[src/rtl/ssmp_pkg.sv]
// Shared types and constants for the SQL startup message parser.
// Parse phases, result kinds, field codes and the fixed byte patterns.
// No dependencies.
`timescale 1ns / 1ps
`default_nettype none

package ssmp_pkg;

   // parse phase of the byte-serial state machine
   typedef enum logic [2:0] {
      PH_LENGTH  = 3'd0,
      PH_VERSION = 3'd1,
      PH_KEY     = 3'd2,
      PH_VALUE   = 3'd3,
      PH_DONE    = 3'd4
   } phase_type;

   // kind of a result word
   typedef enum logic [2:0] {
      KIND_SSL        = 3'd0,
      KIND_VALUE_BYTE = 3'd1,
      KIND_COMMIT     = 3'd2,
      KIND_DISCARD    = 3'd3,
      KIND_FINISHED   = 3'd4
   } kind_type;

   // field codes; FIELD_NONE marks a key that is not reported
   localparam logic [1:0] FIELD_USER     = 2'd0;
   localparam logic [1:0] FIELD_DATABASE = 2'd1;
   localparam logic [1:0] FIELD_APP_NAME = 2'd2;
   localparam logic [1:0] FIELD_NONE     = 2'd3;

   localparam int NUM_FIELDS  = 3;
   localparam int MAX_RESULTS = 3;

   // configuration register indexes
   localparam logic REG_PARSE_DIRECTION = 1'b0;

   // header checks
   localparam logic [31:0] MIN_LENGTH     = 32'd16;
   localparam logic [15:0] PROTOCOL_MAJOR = 16'd3;
   localparam logic [15:0] SSL_SEG_LENGTH = 16'd8;
   localparam logic [15:0] OFFSET_MAX     = 16'hFFFF;
   localparam logic [4:0]  KEY_POS_MAX    = 5'd31;

   // header byte positions
   localparam logic [2:0] OFF_LENGTH_LAST  = 3'd3;
   localparam logic [2:0] OFF_VERSION_HI0  = 3'd4;
   localparam logic [2:0] OFF_VERSION_HI1  = 3'd5;
   localparam logic [2:0] OFF_HEADER_LAST  = 3'd7;

   // key names, first character at index 0
   localparam logic [0:3][7:0]  NAME_USER = "user";
   localparam logic [0:7][7:0]  NAME_DB   = "database";
   localparam logic [0:15][7:0] NAME_APP  = "application_name";

   // one result word
   typedef struct packed {
      kind_type   kind;
      logic [1:0] field_id;
      logic [7:0] value_byte;
      logic       marks_protocol;
      logic       last_of_run;
   } result_type;

   // SSL request bytes 00 00 00 08 04 d2 16 2f
   function automatic logic [7:0] ssl_byte(input logic [2:0] idx);
      logic [7:0] b;
      begin
         case (idx)
            3'd3:    b = 8'h08;
            3'd4:    b = 8'h04;
            3'd5:    b = 8'hd2;
            3'd6:    b = 8'h16;
            3'd7:    b = 8'h2f;
            default: b = 8'h00;
         endcase
         return b;
      end
   endfunction

   function automatic logic [4:0] name_len(input logic [1:0] field);
      logic [4:0] len;
      begin
         case (field)
            FIELD_USER:     len = 5'd4;
            FIELD_DATABASE: len = 5'd8;
            FIELD_APP_NAME: len = 5'd16;
            default:        len = 5'd0;
         endcase
         return len;
      end
   endfunction

   // character of a key name; only valid below name_len
   function automatic logic [7:0] name_char(input logic [1:0] field, input logic [4:0] pos);
      logic [7:0] c;
      begin
         case (field)
            FIELD_USER:     c = NAME_USER[pos[1:0]];
            FIELD_DATABASE: c = NAME_DB[pos[2:0]];
            FIELD_APP_NAME: c = NAME_APP[pos[3:0]];
            default:        c = 8'h00;
         endcase
         return c;
      end
   endfunction

   function automatic result_type make_result(input kind_type k, input logic [1:0] f,
                                              input logic [7:0] v, input logic m);
      result_type r;
      begin
         r.kind           = k;
         r.field_id       = f;
         r.value_byte     = v;
         r.marks_protocol = m;
         r.last_of_run    = 1'b0;
         return r;
      end
   endfunction

endpackage

`default_nettype wire

[src/rtl/sql_startup_message_parser_core.sv]
// Channel   | Dir | Word contents
// req_      | in  | tdata[7:0] data_byte, [23:8] segment_length; tlast last_in_segment;
//           |     | tuser direction
// rsp_      | out | tdata[7:0] value_byte, [8] marks_protocol; tlast last_of_run;
//           |     | tuser[2:0] result_kind, [4:3] field_id
// csr_      | in  | APB register 0 at byte address 0: parse_direction
//
// One input word per cycle is taken when it gives at most one result and rsp_
// does not stall. A word that gives k results (at most three) loads them into
// the three-entry output buffer and holds req_tready low while the buffer
// drains to its last word. Parse state is updated at the edge the input word
// is accepted; results are visible on rsp_ in the following cycle. Stalls on
// rsp_ back up into req_ whenever the buffer holds a word. Reset is synchronous
// and needs no clearing pass.
// Depends on ssmp_pkg.
`timescale 1ns / 1ps
`default_nettype none

module sql_startup_message_parser_core (
   input  wire logic        clock,
   input  wire logic        reset,
   // input bytes
   input  wire logic        req_tvalid,
   output logic             req_tready,
   input  wire logic [23:0] req_tdata,   // data_byte[7:0], segment_length[23:8]
   input  wire logic        req_tlast,   // last_in_segment
   input  wire logic        req_tuser,   // direction
   // results
   output logic             rsp_tvalid,
   input  wire logic        rsp_tready,
   output logic [15:0]      rsp_tdata,   // value_byte[7:0], marks_protocol[8], zero fill
   output logic             rsp_tlast,   // last_of_run
   output logic [4:0]       rsp_tuser,   // result_kind[2:0], field_id[4:3]
   // configuration
   input  wire logic        csr_psel,
   input  wire logic        csr_penable,
   input  wire logic        csr_pwrite,
   input  wire logic [2:0]  csr_paddr,
   input  wire logic [31:0] csr_pwdata,
   output logic [31:0]      csr_prdata,
   output logic             csr_pready
);

   // parse state
   ssmp_pkg::phase_type phase_ff, phase_in;
   logic [15:0] byte_offset_ff, byte_offset_in;
   logic [31:0] decl_len_ff, decl_len_in;
   logic [15:0] version_ff, version_in;
   logic        ssl_match_ff, ssl_match_in;
   logic [2:0]  key_cand_ff, key_cand_in;
   logic [4:0]  key_pos_ff, key_pos_in;
   logic [1:0]  open_field_ff, open_field_in;
   logic        parse_dir_ff, parse_dir_in;

   // output buffer
   ssmp_pkg::result_type buf_ff [ssmp_pkg::MAX_RESULTS];
   ssmp_pkg::result_type buf_in [ssmp_pkg::MAX_RESULTS];
   logic [1:0]  buf_count_ff, buf_count_in;

   // results of the word being accepted
   ssmp_pkg::result_type res_new [ssmp_pkg::MAX_RESULTS];
   logic [1:0]  res_count;

   // shared decode
   logic [7:0]  in_byte;
   logic [15:0] in_seglen;
   logic        req_fire, rsp_fire, active;
   logic [2:0]  hdr_off;
   logic        no_rem, seg_end, byte_zero;
   logic [31:0] decl_len_n;
   logic [15:0] version_n;
   logic        ssl_match_n, ssl_done, hdr_bad;
   logic [2:0]  key_cand_n;
   logic [1:0]  key_field;
   logic        key_empty;

   assign in_byte   = req_tdata[7:0];
   assign in_seglen = req_tdata[23:8];
   assign req_fire  = req_tvalid & req_tready;
   assign rsp_fire  = rsp_tvalid & rsp_tready;
   assign active    = req_fire && (phase_ff != ssmp_pkg::PH_DONE) && (req_tuser == parse_dir_ff);

   // segment end: flagged, or no more than one byte left
   assign no_rem    = {1'b0, in_seglen} <= ({1'b0, byte_offset_ff} + 17'd1);
   assign seg_end   = req_tlast || no_rem;
   assign byte_zero = (in_byte == 8'h00);
   assign hdr_off   = byte_offset_ff[2:0];
   assign key_empty = (key_pos_ff == 5'd0);

   // header collection and checks
   always_comb begin
      decl_len_n  = (hdr_off <= ssmp_pkg::OFF_LENGTH_LAST) ? {decl_len_ff[23:0], in_byte}
                                                           : decl_len_ff;
      version_n   = (hdr_off == ssmp_pkg::OFF_VERSION_HI0 || hdr_off == ssmp_pkg::OFF_VERSION_HI1)
                    ? {version_ff[7:0], in_byte} : version_ff;
      ssl_match_n = ssl_match_ff && (in_seglen == ssmp_pkg::SSL_SEG_LENGTH)
                    && (in_byte == ssmp_pkg::ssl_byte(hdr_off));
      ssl_done    = ssl_match_n && (hdr_off == ssmp_pkg::OFF_HEADER_LAST);
      hdr_bad     = seg_end
                    || (hdr_off >= ssmp_pkg::OFF_LENGTH_LAST && !ssl_match_n
                        && (decl_len_n < ssmp_pkg::MIN_LENGTH
                            || decl_len_n > {16'd0, in_seglen}))
                    || (hdr_off == ssmp_pkg::OFF_HEADER_LAST
                        && version_n != ssmp_pkg::PROTOCOL_MAJOR);
   end

   // key name matching: one comparator per name
   always_comb begin
      key_field = ssmp_pkg::FIELD_NONE;
      for (int i = 0; i < ssmp_pkg::NUM_FIELDS; i++) begin
         key_cand_n[i] = key_cand_ff[i]
                         && (key_pos_ff < ssmp_pkg::name_len(2'(i)))
                         && (ssmp_pkg::name_char(2'(i), key_pos_ff) == in_byte);
         if (key_cand_ff[i] && key_pos_ff == ssmp_pkg::name_len(2'(i)))
            key_field = 2'(i);
      end
   end

   // next phase
   always_comb begin
      phase_in = phase_ff;
      if (active) begin
         case (phase_ff)
            ssmp_pkg::PH_LENGTH,
            ssmp_pkg::PH_VERSION: begin
               if (ssl_done)
                  phase_in = ssmp_pkg::PH_LENGTH;
               else if (hdr_bad)
                  phase_in = ssmp_pkg::PH_DONE;
               else if (hdr_off == ssmp_pkg::OFF_LENGTH_LAST)
                  phase_in = ssmp_pkg::PH_VERSION;
               else if (hdr_off == ssmp_pkg::OFF_HEADER_LAST)
                  phase_in = ssmp_pkg::PH_KEY;
            end
            ssmp_pkg::PH_KEY: begin
               if (key_empty && (no_rem || byte_zero))
                  phase_in = ssmp_pkg::PH_DONE;
               else if (seg_end)
                  phase_in = ssmp_pkg::PH_DONE;
               else if (byte_zero)
                  phase_in = ssmp_pkg::PH_VALUE;
            end
            ssmp_pkg::PH_VALUE: begin
               if (seg_end)
                  phase_in = ssmp_pkg::PH_DONE;
               else if (byte_zero)
                  phase_in = ssmp_pkg::PH_KEY;
            end
            default: phase_in = phase_ff;
         endcase
      end
   end

   // results and data state
   always_comb begin
      byte_offset_in = byte_offset_ff;
      decl_len_in    = decl_len_ff;
      version_in     = version_ff;
      ssl_match_in   = ssl_match_ff;
      key_cand_in    = key_cand_ff;
      key_pos_in     = key_pos_ff;
      open_field_in  = open_field_ff;
      res_count      = 2'd0;
      for (int k = 0; k < ssmp_pkg::MAX_RESULTS; k++)
         res_new[k] = ssmp_pkg::make_result(ssmp_pkg::KIND_SSL, 2'd0, 8'd0, 1'b0);

      if (active) begin
         if (byte_offset_ff != ssmp_pkg::OFFSET_MAX)
            byte_offset_in = byte_offset_ff + 16'd1;
         case (phase_ff)
            ssmp_pkg::PH_LENGTH,
            ssmp_pkg::PH_VERSION: begin
               decl_len_in  = decl_len_n;
               version_in   = version_n;
               ssl_match_in = ssl_match_n;
               if (ssl_done) begin
                  res_new[0] = ssmp_pkg::make_result(ssmp_pkg::KIND_SSL, 2'd0, 8'd0, 1'b1);
                  res_count  = 2'd1;
                  // arm for the next segment
                  byte_offset_in = 16'd0;
                  decl_len_in    = 32'd0;
                  version_in     = 16'd0;
                  ssl_match_in   = 1'b1;
               end else if (hdr_bad) begin
                  res_new[0] = ssmp_pkg::make_result(ssmp_pkg::KIND_FINISHED, 2'd0, 8'd0, 1'b0);
                  res_count  = 2'd1;
               end else if (hdr_off == ssmp_pkg::OFF_HEADER_LAST) begin
                  key_pos_in    = 5'd0;
                  key_cand_in   = 3'b111;
                  open_field_in = ssmp_pkg::FIELD_NONE;
               end
            end
            ssmp_pkg::PH_KEY: begin
               if (key_empty && (no_rem || byte_zero)) begin
                  res_new[0] = ssmp_pkg::make_result(ssmp_pkg::KIND_FINISHED, 2'd0, 8'd0, 1'b0);
                  res_count  = 2'd1;
               end else if (byte_zero) begin
                  open_field_in = key_field;
                  if (seg_end) begin
                     // key ends on the last byte: empty value, cut off
                     if (key_field != ssmp_pkg::FIELD_NONE) begin
                        res_new[0] = ssmp_pkg::make_result(ssmp_pkg::KIND_DISCARD,
                                                           key_field, 8'd0, 1'b0);
                        res_new[1] = ssmp_pkg::make_result(ssmp_pkg::KIND_FINISHED,
                                                           2'd0, 8'd0, 1'b0);
                        res_count  = 2'd2;
                     end else begin
                        res_new[0] = ssmp_pkg::make_result(ssmp_pkg::KIND_FINISHED,
                                                           2'd0, 8'd0, 1'b0);
                        res_count  = 2'd1;
                     end
                  end
               end else begin
                  key_cand_in = key_cand_n;
                  if (key_pos_ff != ssmp_pkg::KEY_POS_MAX)
                     key_pos_in = key_pos_ff + 5'd1;
                  if (seg_end) begin
                     res_new[0] = ssmp_pkg::make_result(ssmp_pkg::KIND_FINISHED,
                                                        2'd0, 8'd0, 1'b0);
                     res_count  = 2'd1;
                  end
               end
            end
            ssmp_pkg::PH_VALUE: begin
               if (byte_zero) begin
                  // value complete
                  if (open_field_ff != ssmp_pkg::FIELD_NONE) begin
                     res_new[res_count] = ssmp_pkg::make_result(
                        ssmp_pkg::KIND_COMMIT, open_field_ff, 8'd0,
                        open_field_ff == ssmp_pkg::FIELD_USER);
                     res_count = res_count + 2'd1;
                  end
                  key_pos_in    = 5'd0;
                  key_cand_in   = 3'b111;
                  open_field_in = ssmp_pkg::FIELD_NONE;
               end else begin
                  if (open_field_ff != ssmp_pkg::FIELD_NONE) begin
                     res_new[res_count] = ssmp_pkg::make_result(
                        ssmp_pkg::KIND_VALUE_BYTE, open_field_ff, in_byte, 1'b0);
                     res_count = res_count + 2'd1;
                  end
                  if (seg_end && open_field_ff != ssmp_pkg::FIELD_NONE) begin
                     res_new[res_count] = ssmp_pkg::make_result(
                        ssmp_pkg::KIND_DISCARD, open_field_ff, 8'd0, 1'b0);
                     res_count = res_count + 2'd1;
                  end
               end
               if (seg_end) begin
                  res_new[res_count] = ssmp_pkg::make_result(
                     ssmp_pkg::KIND_FINISHED, 2'd0, 8'd0, 1'b0);
                  res_count = res_count + 2'd1;
               end
            end
            default: res_count = 2'd0;
         endcase
         if (res_count != 2'd0)
            res_new[res_count - 2'd1].last_of_run = 1'b1;
      end
   end

   // output buffer: load a new run or shift one word out
   assign req_tready = (buf_count_ff == 2'd0) || (buf_count_ff == 2'd1 && rsp_tready);

   always_comb begin
      buf_in       = buf_ff;
      buf_count_in = buf_count_ff;
      if (req_fire && res_count != 2'd0) begin
         buf_in       = res_new;
         buf_count_in = res_count;
      end else if (rsp_fire) begin
         for (int k = 0; k < ssmp_pkg::MAX_RESULTS - 1; k++)
            buf_in[k] = buf_ff[k + 1];
         buf_count_in = buf_count_ff - 2'd1;
      end
   end

   assign rsp_tvalid = (buf_count_ff != 2'd0);
   assign rsp_tdata  = {7'd0, buf_ff[0].marks_protocol, buf_ff[0].value_byte};
   assign rsp_tlast  = buf_ff[0].last_of_run;
   assign rsp_tuser  = {buf_ff[0].field_id, buf_ff[0].kind};

   // register port
   assign csr_pready = 1'b1;

   always_comb begin
      parse_dir_in = parse_dir_ff;
      if (csr_psel && csr_penable && csr_pwrite && csr_pready
          && csr_paddr[2] == ssmp_pkg::REG_PARSE_DIRECTION)
         parse_dir_in = csr_pwdata[0];
   end

   always_comb begin
      csr_prdata = 32'd0;
      if (csr_paddr[2] == ssmp_pkg::REG_PARSE_DIRECTION)
         csr_prdata = {31'd0, parse_dir_ff};
   end

   // control and parse state registers
   always_ff @(posedge clock) begin
      if (reset) begin
         phase_ff       <= ssmp_pkg::PH_LENGTH;
         byte_offset_ff <= 16'd0;
         decl_len_ff    <= 32'd0;
         version_ff     <= 16'd0;
         ssl_match_ff   <= 1'b1;
         key_cand_ff    <= 3'b111;
         key_pos_ff     <= 5'd0;
         open_field_ff  <= ssmp_pkg::FIELD_NONE;
         parse_dir_ff   <= 1'b0;
         buf_count_ff   <= 2'd0;
      end else begin
         phase_ff       <= phase_in;
         byte_offset_ff <= byte_offset_in;
         decl_len_ff    <= decl_len_in;
         version_ff     <= version_in;
         ssl_match_ff   <= ssl_match_in;
         key_cand_ff    <= key_cand_in;
         key_pos_ff     <= key_pos_in;
         open_field_ff  <= open_field_in;
         parse_dir_ff   <= parse_dir_in;
         buf_count_ff   <= buf_count_in;
      end
   end

   // result payload, qualified by buf_count_ff
   always_ff @(posedge clock) begin
      buf_ff <= buf_in;
   end

endmodule

`default_nettype wire

[config.mk]
export PLATFORM = sky130hd
export DESIGN_NAME = sql_startup_message_parser_core
export DESIGN_NICKNAME = d
export VERILOG_FILES = /design/src/rtl/ssmp_pkg.sv /design/src/rtl/sql_startup_message_parser_core.sv
export SDC_FILE = /design/constraint.sdc
export NUM_CORES = 1
export LEC_CHECK = 0
export BUFFER_PORTS_ARGS = -buffer_cell sky130_fd_sc_hd__buf_2
export CORE_MARGIN = 5
export CORE_UTILIZATION = 43
export DETAILED_ROUTE_END_ITERATION = 12
export PLACE_DENSITY = 0.71
export SYNTH_ARGS = -nofsm -noshare
export SYNTH_HDL_FRONTEND = slang
export SYNTH_SLANG_ARGS = --single-unit
[constraint.sdc]
create_clock -name clock -period 7.6 [get_ports clock]
set_input_delay 1.14 -clock clock [delete_from_list [all_inputs] [get_ports clock]]
set_output_delay 1.14 -clock clock [all_outputs]
set_load 0.02 [all_outputs]
==> impl_metrics.tcl <==
set metrics [dict create \
    fin_crit_sh 0.7363 \
    ys_seq_elements 103 \
    met3_length_um 968 \
    highest_layer "met4" \
    arrival_ps 5530 \
    synth_commonest_cells "nor2_1, nand2_1, dfxtp_1" \
    wl_met1_um 7560 \
    synth_top_family_by_area "simple AND/OR/NAND/NOR gates" \
    yosys.area_share.simple 0.2300 \
    drv_cap 0 \
    clk_pin_slew_ps 80 \
    cp_cell_sequence "ha_1 -> and3_1 -> nand4_1 -> nor2_1 -> nand3_1 -> xor2_1 -> ha_1 -> nand4_2 -> nor4_4 -> a21oi_1 -> a211oi_2 -> a21boi_4 -> o211ai_4 -> a21oi_1 -> buf_4 -> nand2_1" \
    dr.pass1.iters 5 \
    synth_area_sq_um 7138 \
    yosysWarningCount 0 \
    p_clk_frac 0.300 \
    yosysMostFrequentCell "nor2_1" \
    endpoint "rsp_tuser[4]" \
    synth_compound_area_frac 0.1367 \
    powerDensity_nw_per_um2 214.5 \
    synthXorXnorAreaFrac 0.04540 \
    setup_viol_count_final 0 \
    finClkSkew_ps 11.17 \
    diodes 0 \
    synth.area.top_cells "dfxtp_1, edfxtp_1, ha_1" \
    synth-edff-count 22 \
    cts_tree "done" \
    placed_area_sq_um 7257 \
    worstMarginPinSlew_ps 1024 \
    postCtsResizedCells 0 \
    synth.avg_cell_area_sq_um 8.368 \
    r2r_slack_ps 2000 \
    num_rows 47 \
    ys.flop_type "dfxtp_1" \
    hold_depth 2 \
    clock-sinks 103 \
    holdWs_ps 459.8 \
    rsz0062_at_grt "no" \
    cts_setup_buffers 0 \
    ys_types 74 \
    critPathRequiredTime_ps 7530 \
    grt_pass1_wl_um 26810 \
    p_leak_nw 2.954 \
    start_util 0.4351 \
    clock-root-buffer "clkbuf_16" \
    dr_wl_met2_um 7580 \
    overflow 0 \
    core_area_sq_um 16410 \
    drt_wl_total_um 16220 \
    wl_per_cell_um 14.94 \
    drt-vias-per-instance 5.376 \
    ant_nets 0 \
    drive_gt1_frac 0.1328 \
    critPathLaunchType "flip-flop" \
    drc 0 \
    vias 5838 \
    fmax_mhz 178.7 \
    critPathMaxFanout 20 \
    clockBufferDepth 2 \
    synth_top_area_share 0.2272 \
    swShare 0.3437 \
    crit_start "byte_offset_ff[0]" \
    finalPower_mw 1.626 \
    slew_headroom 0.3160 \
    p_switching_mw 0.5587 \
    syn-instance-count 853 \
    netlist.top_cell.by_area "dfxtp_1" \
    grt_start_max_net_pins 61 \
    cts_buffers 9 \
    hold_violations 0 \
    cpMaxStageDelayCell "a211oi_2" \
    antenna_found_initial 0 \
    first_iter_violations 460 \
    grt_pass1_vias 5362 \
    worst_setup_path_end_kind "flip-flop" \
    fin_setup_tns_ps 0 \
    max_stage_delay_ps 840 \
    seqPwrFrac 0.414 \
    die_w_um 138.8 \
    synthMuxAreaShare 0.07993 \
    rr_worst_depth 16 \
    pwr-share-comb 0.286 \
    layout_min_cycle_time_ps 5596 \
    io_pins 125 \
    hold_class "reg2reg" \
    status "finished clean" \
    die_h_um 138.8 \
    dp_cells 1070 \
    async_flop_share 0 \
    gp_congestion 0.8745 \
    die_area_sq_um 19280 \
    reg2reg_from "byte_offset_ff[0]" \
    cts_max_level 3 \
    regToRegEndpoint "rsp_tuser[4]" \
    final_area_sq_um 7577 \
    fin_cells 1086 \
    port_buffers 52 \
    worstSetupPathType "reg2reg" \
    max-vdd-ir-drop_mv 0.1178 \
    grtUsageTotal 0.1671 \
    p_int_mw 1.067 \
    drv_slew 0 \
    ctsHoldBuffers 0 \
    synth_seq_area_share 0.3197 \
    clock_latency_ps 360 \
    dp_hpwl_um 11890 \
    synthAdderAreaFrac 0.08414 \
    nNetsFinal 977 \
    area_growth_pct 6.153 \
]
==> cells by family (layout without fill, tap and decap cells) <==
family | Yosys count | count (layout)
AOI/OAI and AO/OA | 139 | 139
and+or+nand+nor | 338 | 338
muxes | 53 | 53
other | 2 | 39
xor gates and xnor gates | 37 | 37
DFF | 103 | 103
buffers and inverters | 133 | 109
adders and majority gates | 48 | 48
==> critical path, delay by kind of cell, from the launching register on <==
kind	cells	cell delay [ps]
XOR/XNOR	1	190
buffers and inverters	1	210
AND/OR/NAND/NOR	7	1970
flip-flops	1	460
AO/OA/AOI/OAI	5	1720
adder cells (fa/ha/maj)	2	600
==> worst min path at each step <==
stage                                from              end
after floorplan              ssl_match_ff     ssl_match_ff
after global placement    decl_len_ff[30]  decl_len_ff[30]
after detailed placement  decl_len_ff[26]  decl_len_ff[26]
after CTS                 decl_len_ff[26]  decl_len_ff[26]
after global routing      decl_len_ff[31]  decl_len_ff[31]
final                     decl_len_ff[24]  decl_len_ff[24]
==> stage by stage <==
| stage | util | setup slack (ps) |
|---|---|---|
| 6_report | 0.4618 | 2004 |
| 5_1_grt | 0.4618 | 1619 |
| 3_5_place_dp | 0.4423 | 2071 |
| 4_1_cts | 0.4618 | 2029 |
| 2_1_floorplan | - | 3203 |
| 3_3_place_gp | 0.4423 | 2111 |
==> state kept, by name, summed over array words and instances, names as in the netlist, 3 cells and up <==
| name | count |
|---|---|
| decl_len_ff | 32 |
| byte_offset_ff | 16 |
| version_ff | 16 |
| rsp_tdata | 9 |
| buf_ff | 7 |
| key_pos_ff | 5 |
| rsp_tuser | 5 |
| key_cand_ff | 3 |
| phase_ff | 3 |
==> power groups by stage <==
stage | logic [mW] | clock network [mW] | registers, mW
finish | 0.465 | 0.487 | 0.673
global route | 0.518 | 0.526 | 0.681
CTS | 0.466 | 0.500 | 0.673
detailed placement | 0.465 | 0 | 0.685
global placement | 0.457 | 0 | 0.684
floorplan | 0.406 | 0 | 0.670
==> routing by layer <==
layer / up-vias / GRT usage
met1: 2749 / 0.2263
met2: 155 / 0.2703
met4: 0 / 0.04171
met3: 9 / 0.03931
li1: 2925 / -
met5: - / 0
==> layout make-up <==
class / count / area [sq um]
Clock buffer: 11 / 275.3
Clock inverter: 5 / 45.04
Fill cell: 1630 / 8830
Inverter: 37 / 138.9
Multi-Input combinational cell: 654 / 4270
Sequential cell: 103 / 2282
Tap cell: 220 / 275.3
Timing Repair Buffer: 56 / 290.3
==> placed cells by master, fill, tap and decap left out, drive strengths merged, types with 3 or more instances in the layout <==
cell	Yosys	layout
nor3	28	28
a2111oi	4	4
and3	16	16
clkbuf	28	11
a31oi	11	11
nand4	16	16
mux2i	33	33
a21o	6	6
a211oi	10	10
dfxtp	81	81
ha	48	48
nand3	30	30
nand4b	3	3
nand3b	5	5
o21ai	17	17
inv	37	39
and2	3	3
or2	4	4
edfxtp	22	22
a211o	6	6
a21boi	4	4
nor2b	9	9
clkinv	0	3
nand2b	5	5
a21oi	56	56
o211ai	5	5
nand2	82	82
o31ai	3	3
nor4	18	18
mux2	20	20
xnor2	21	21
nor2	111	111
xor2	16	16
buf	68	56
conb	2	39
Note: power is estimated with default switching activity, not from simulation.
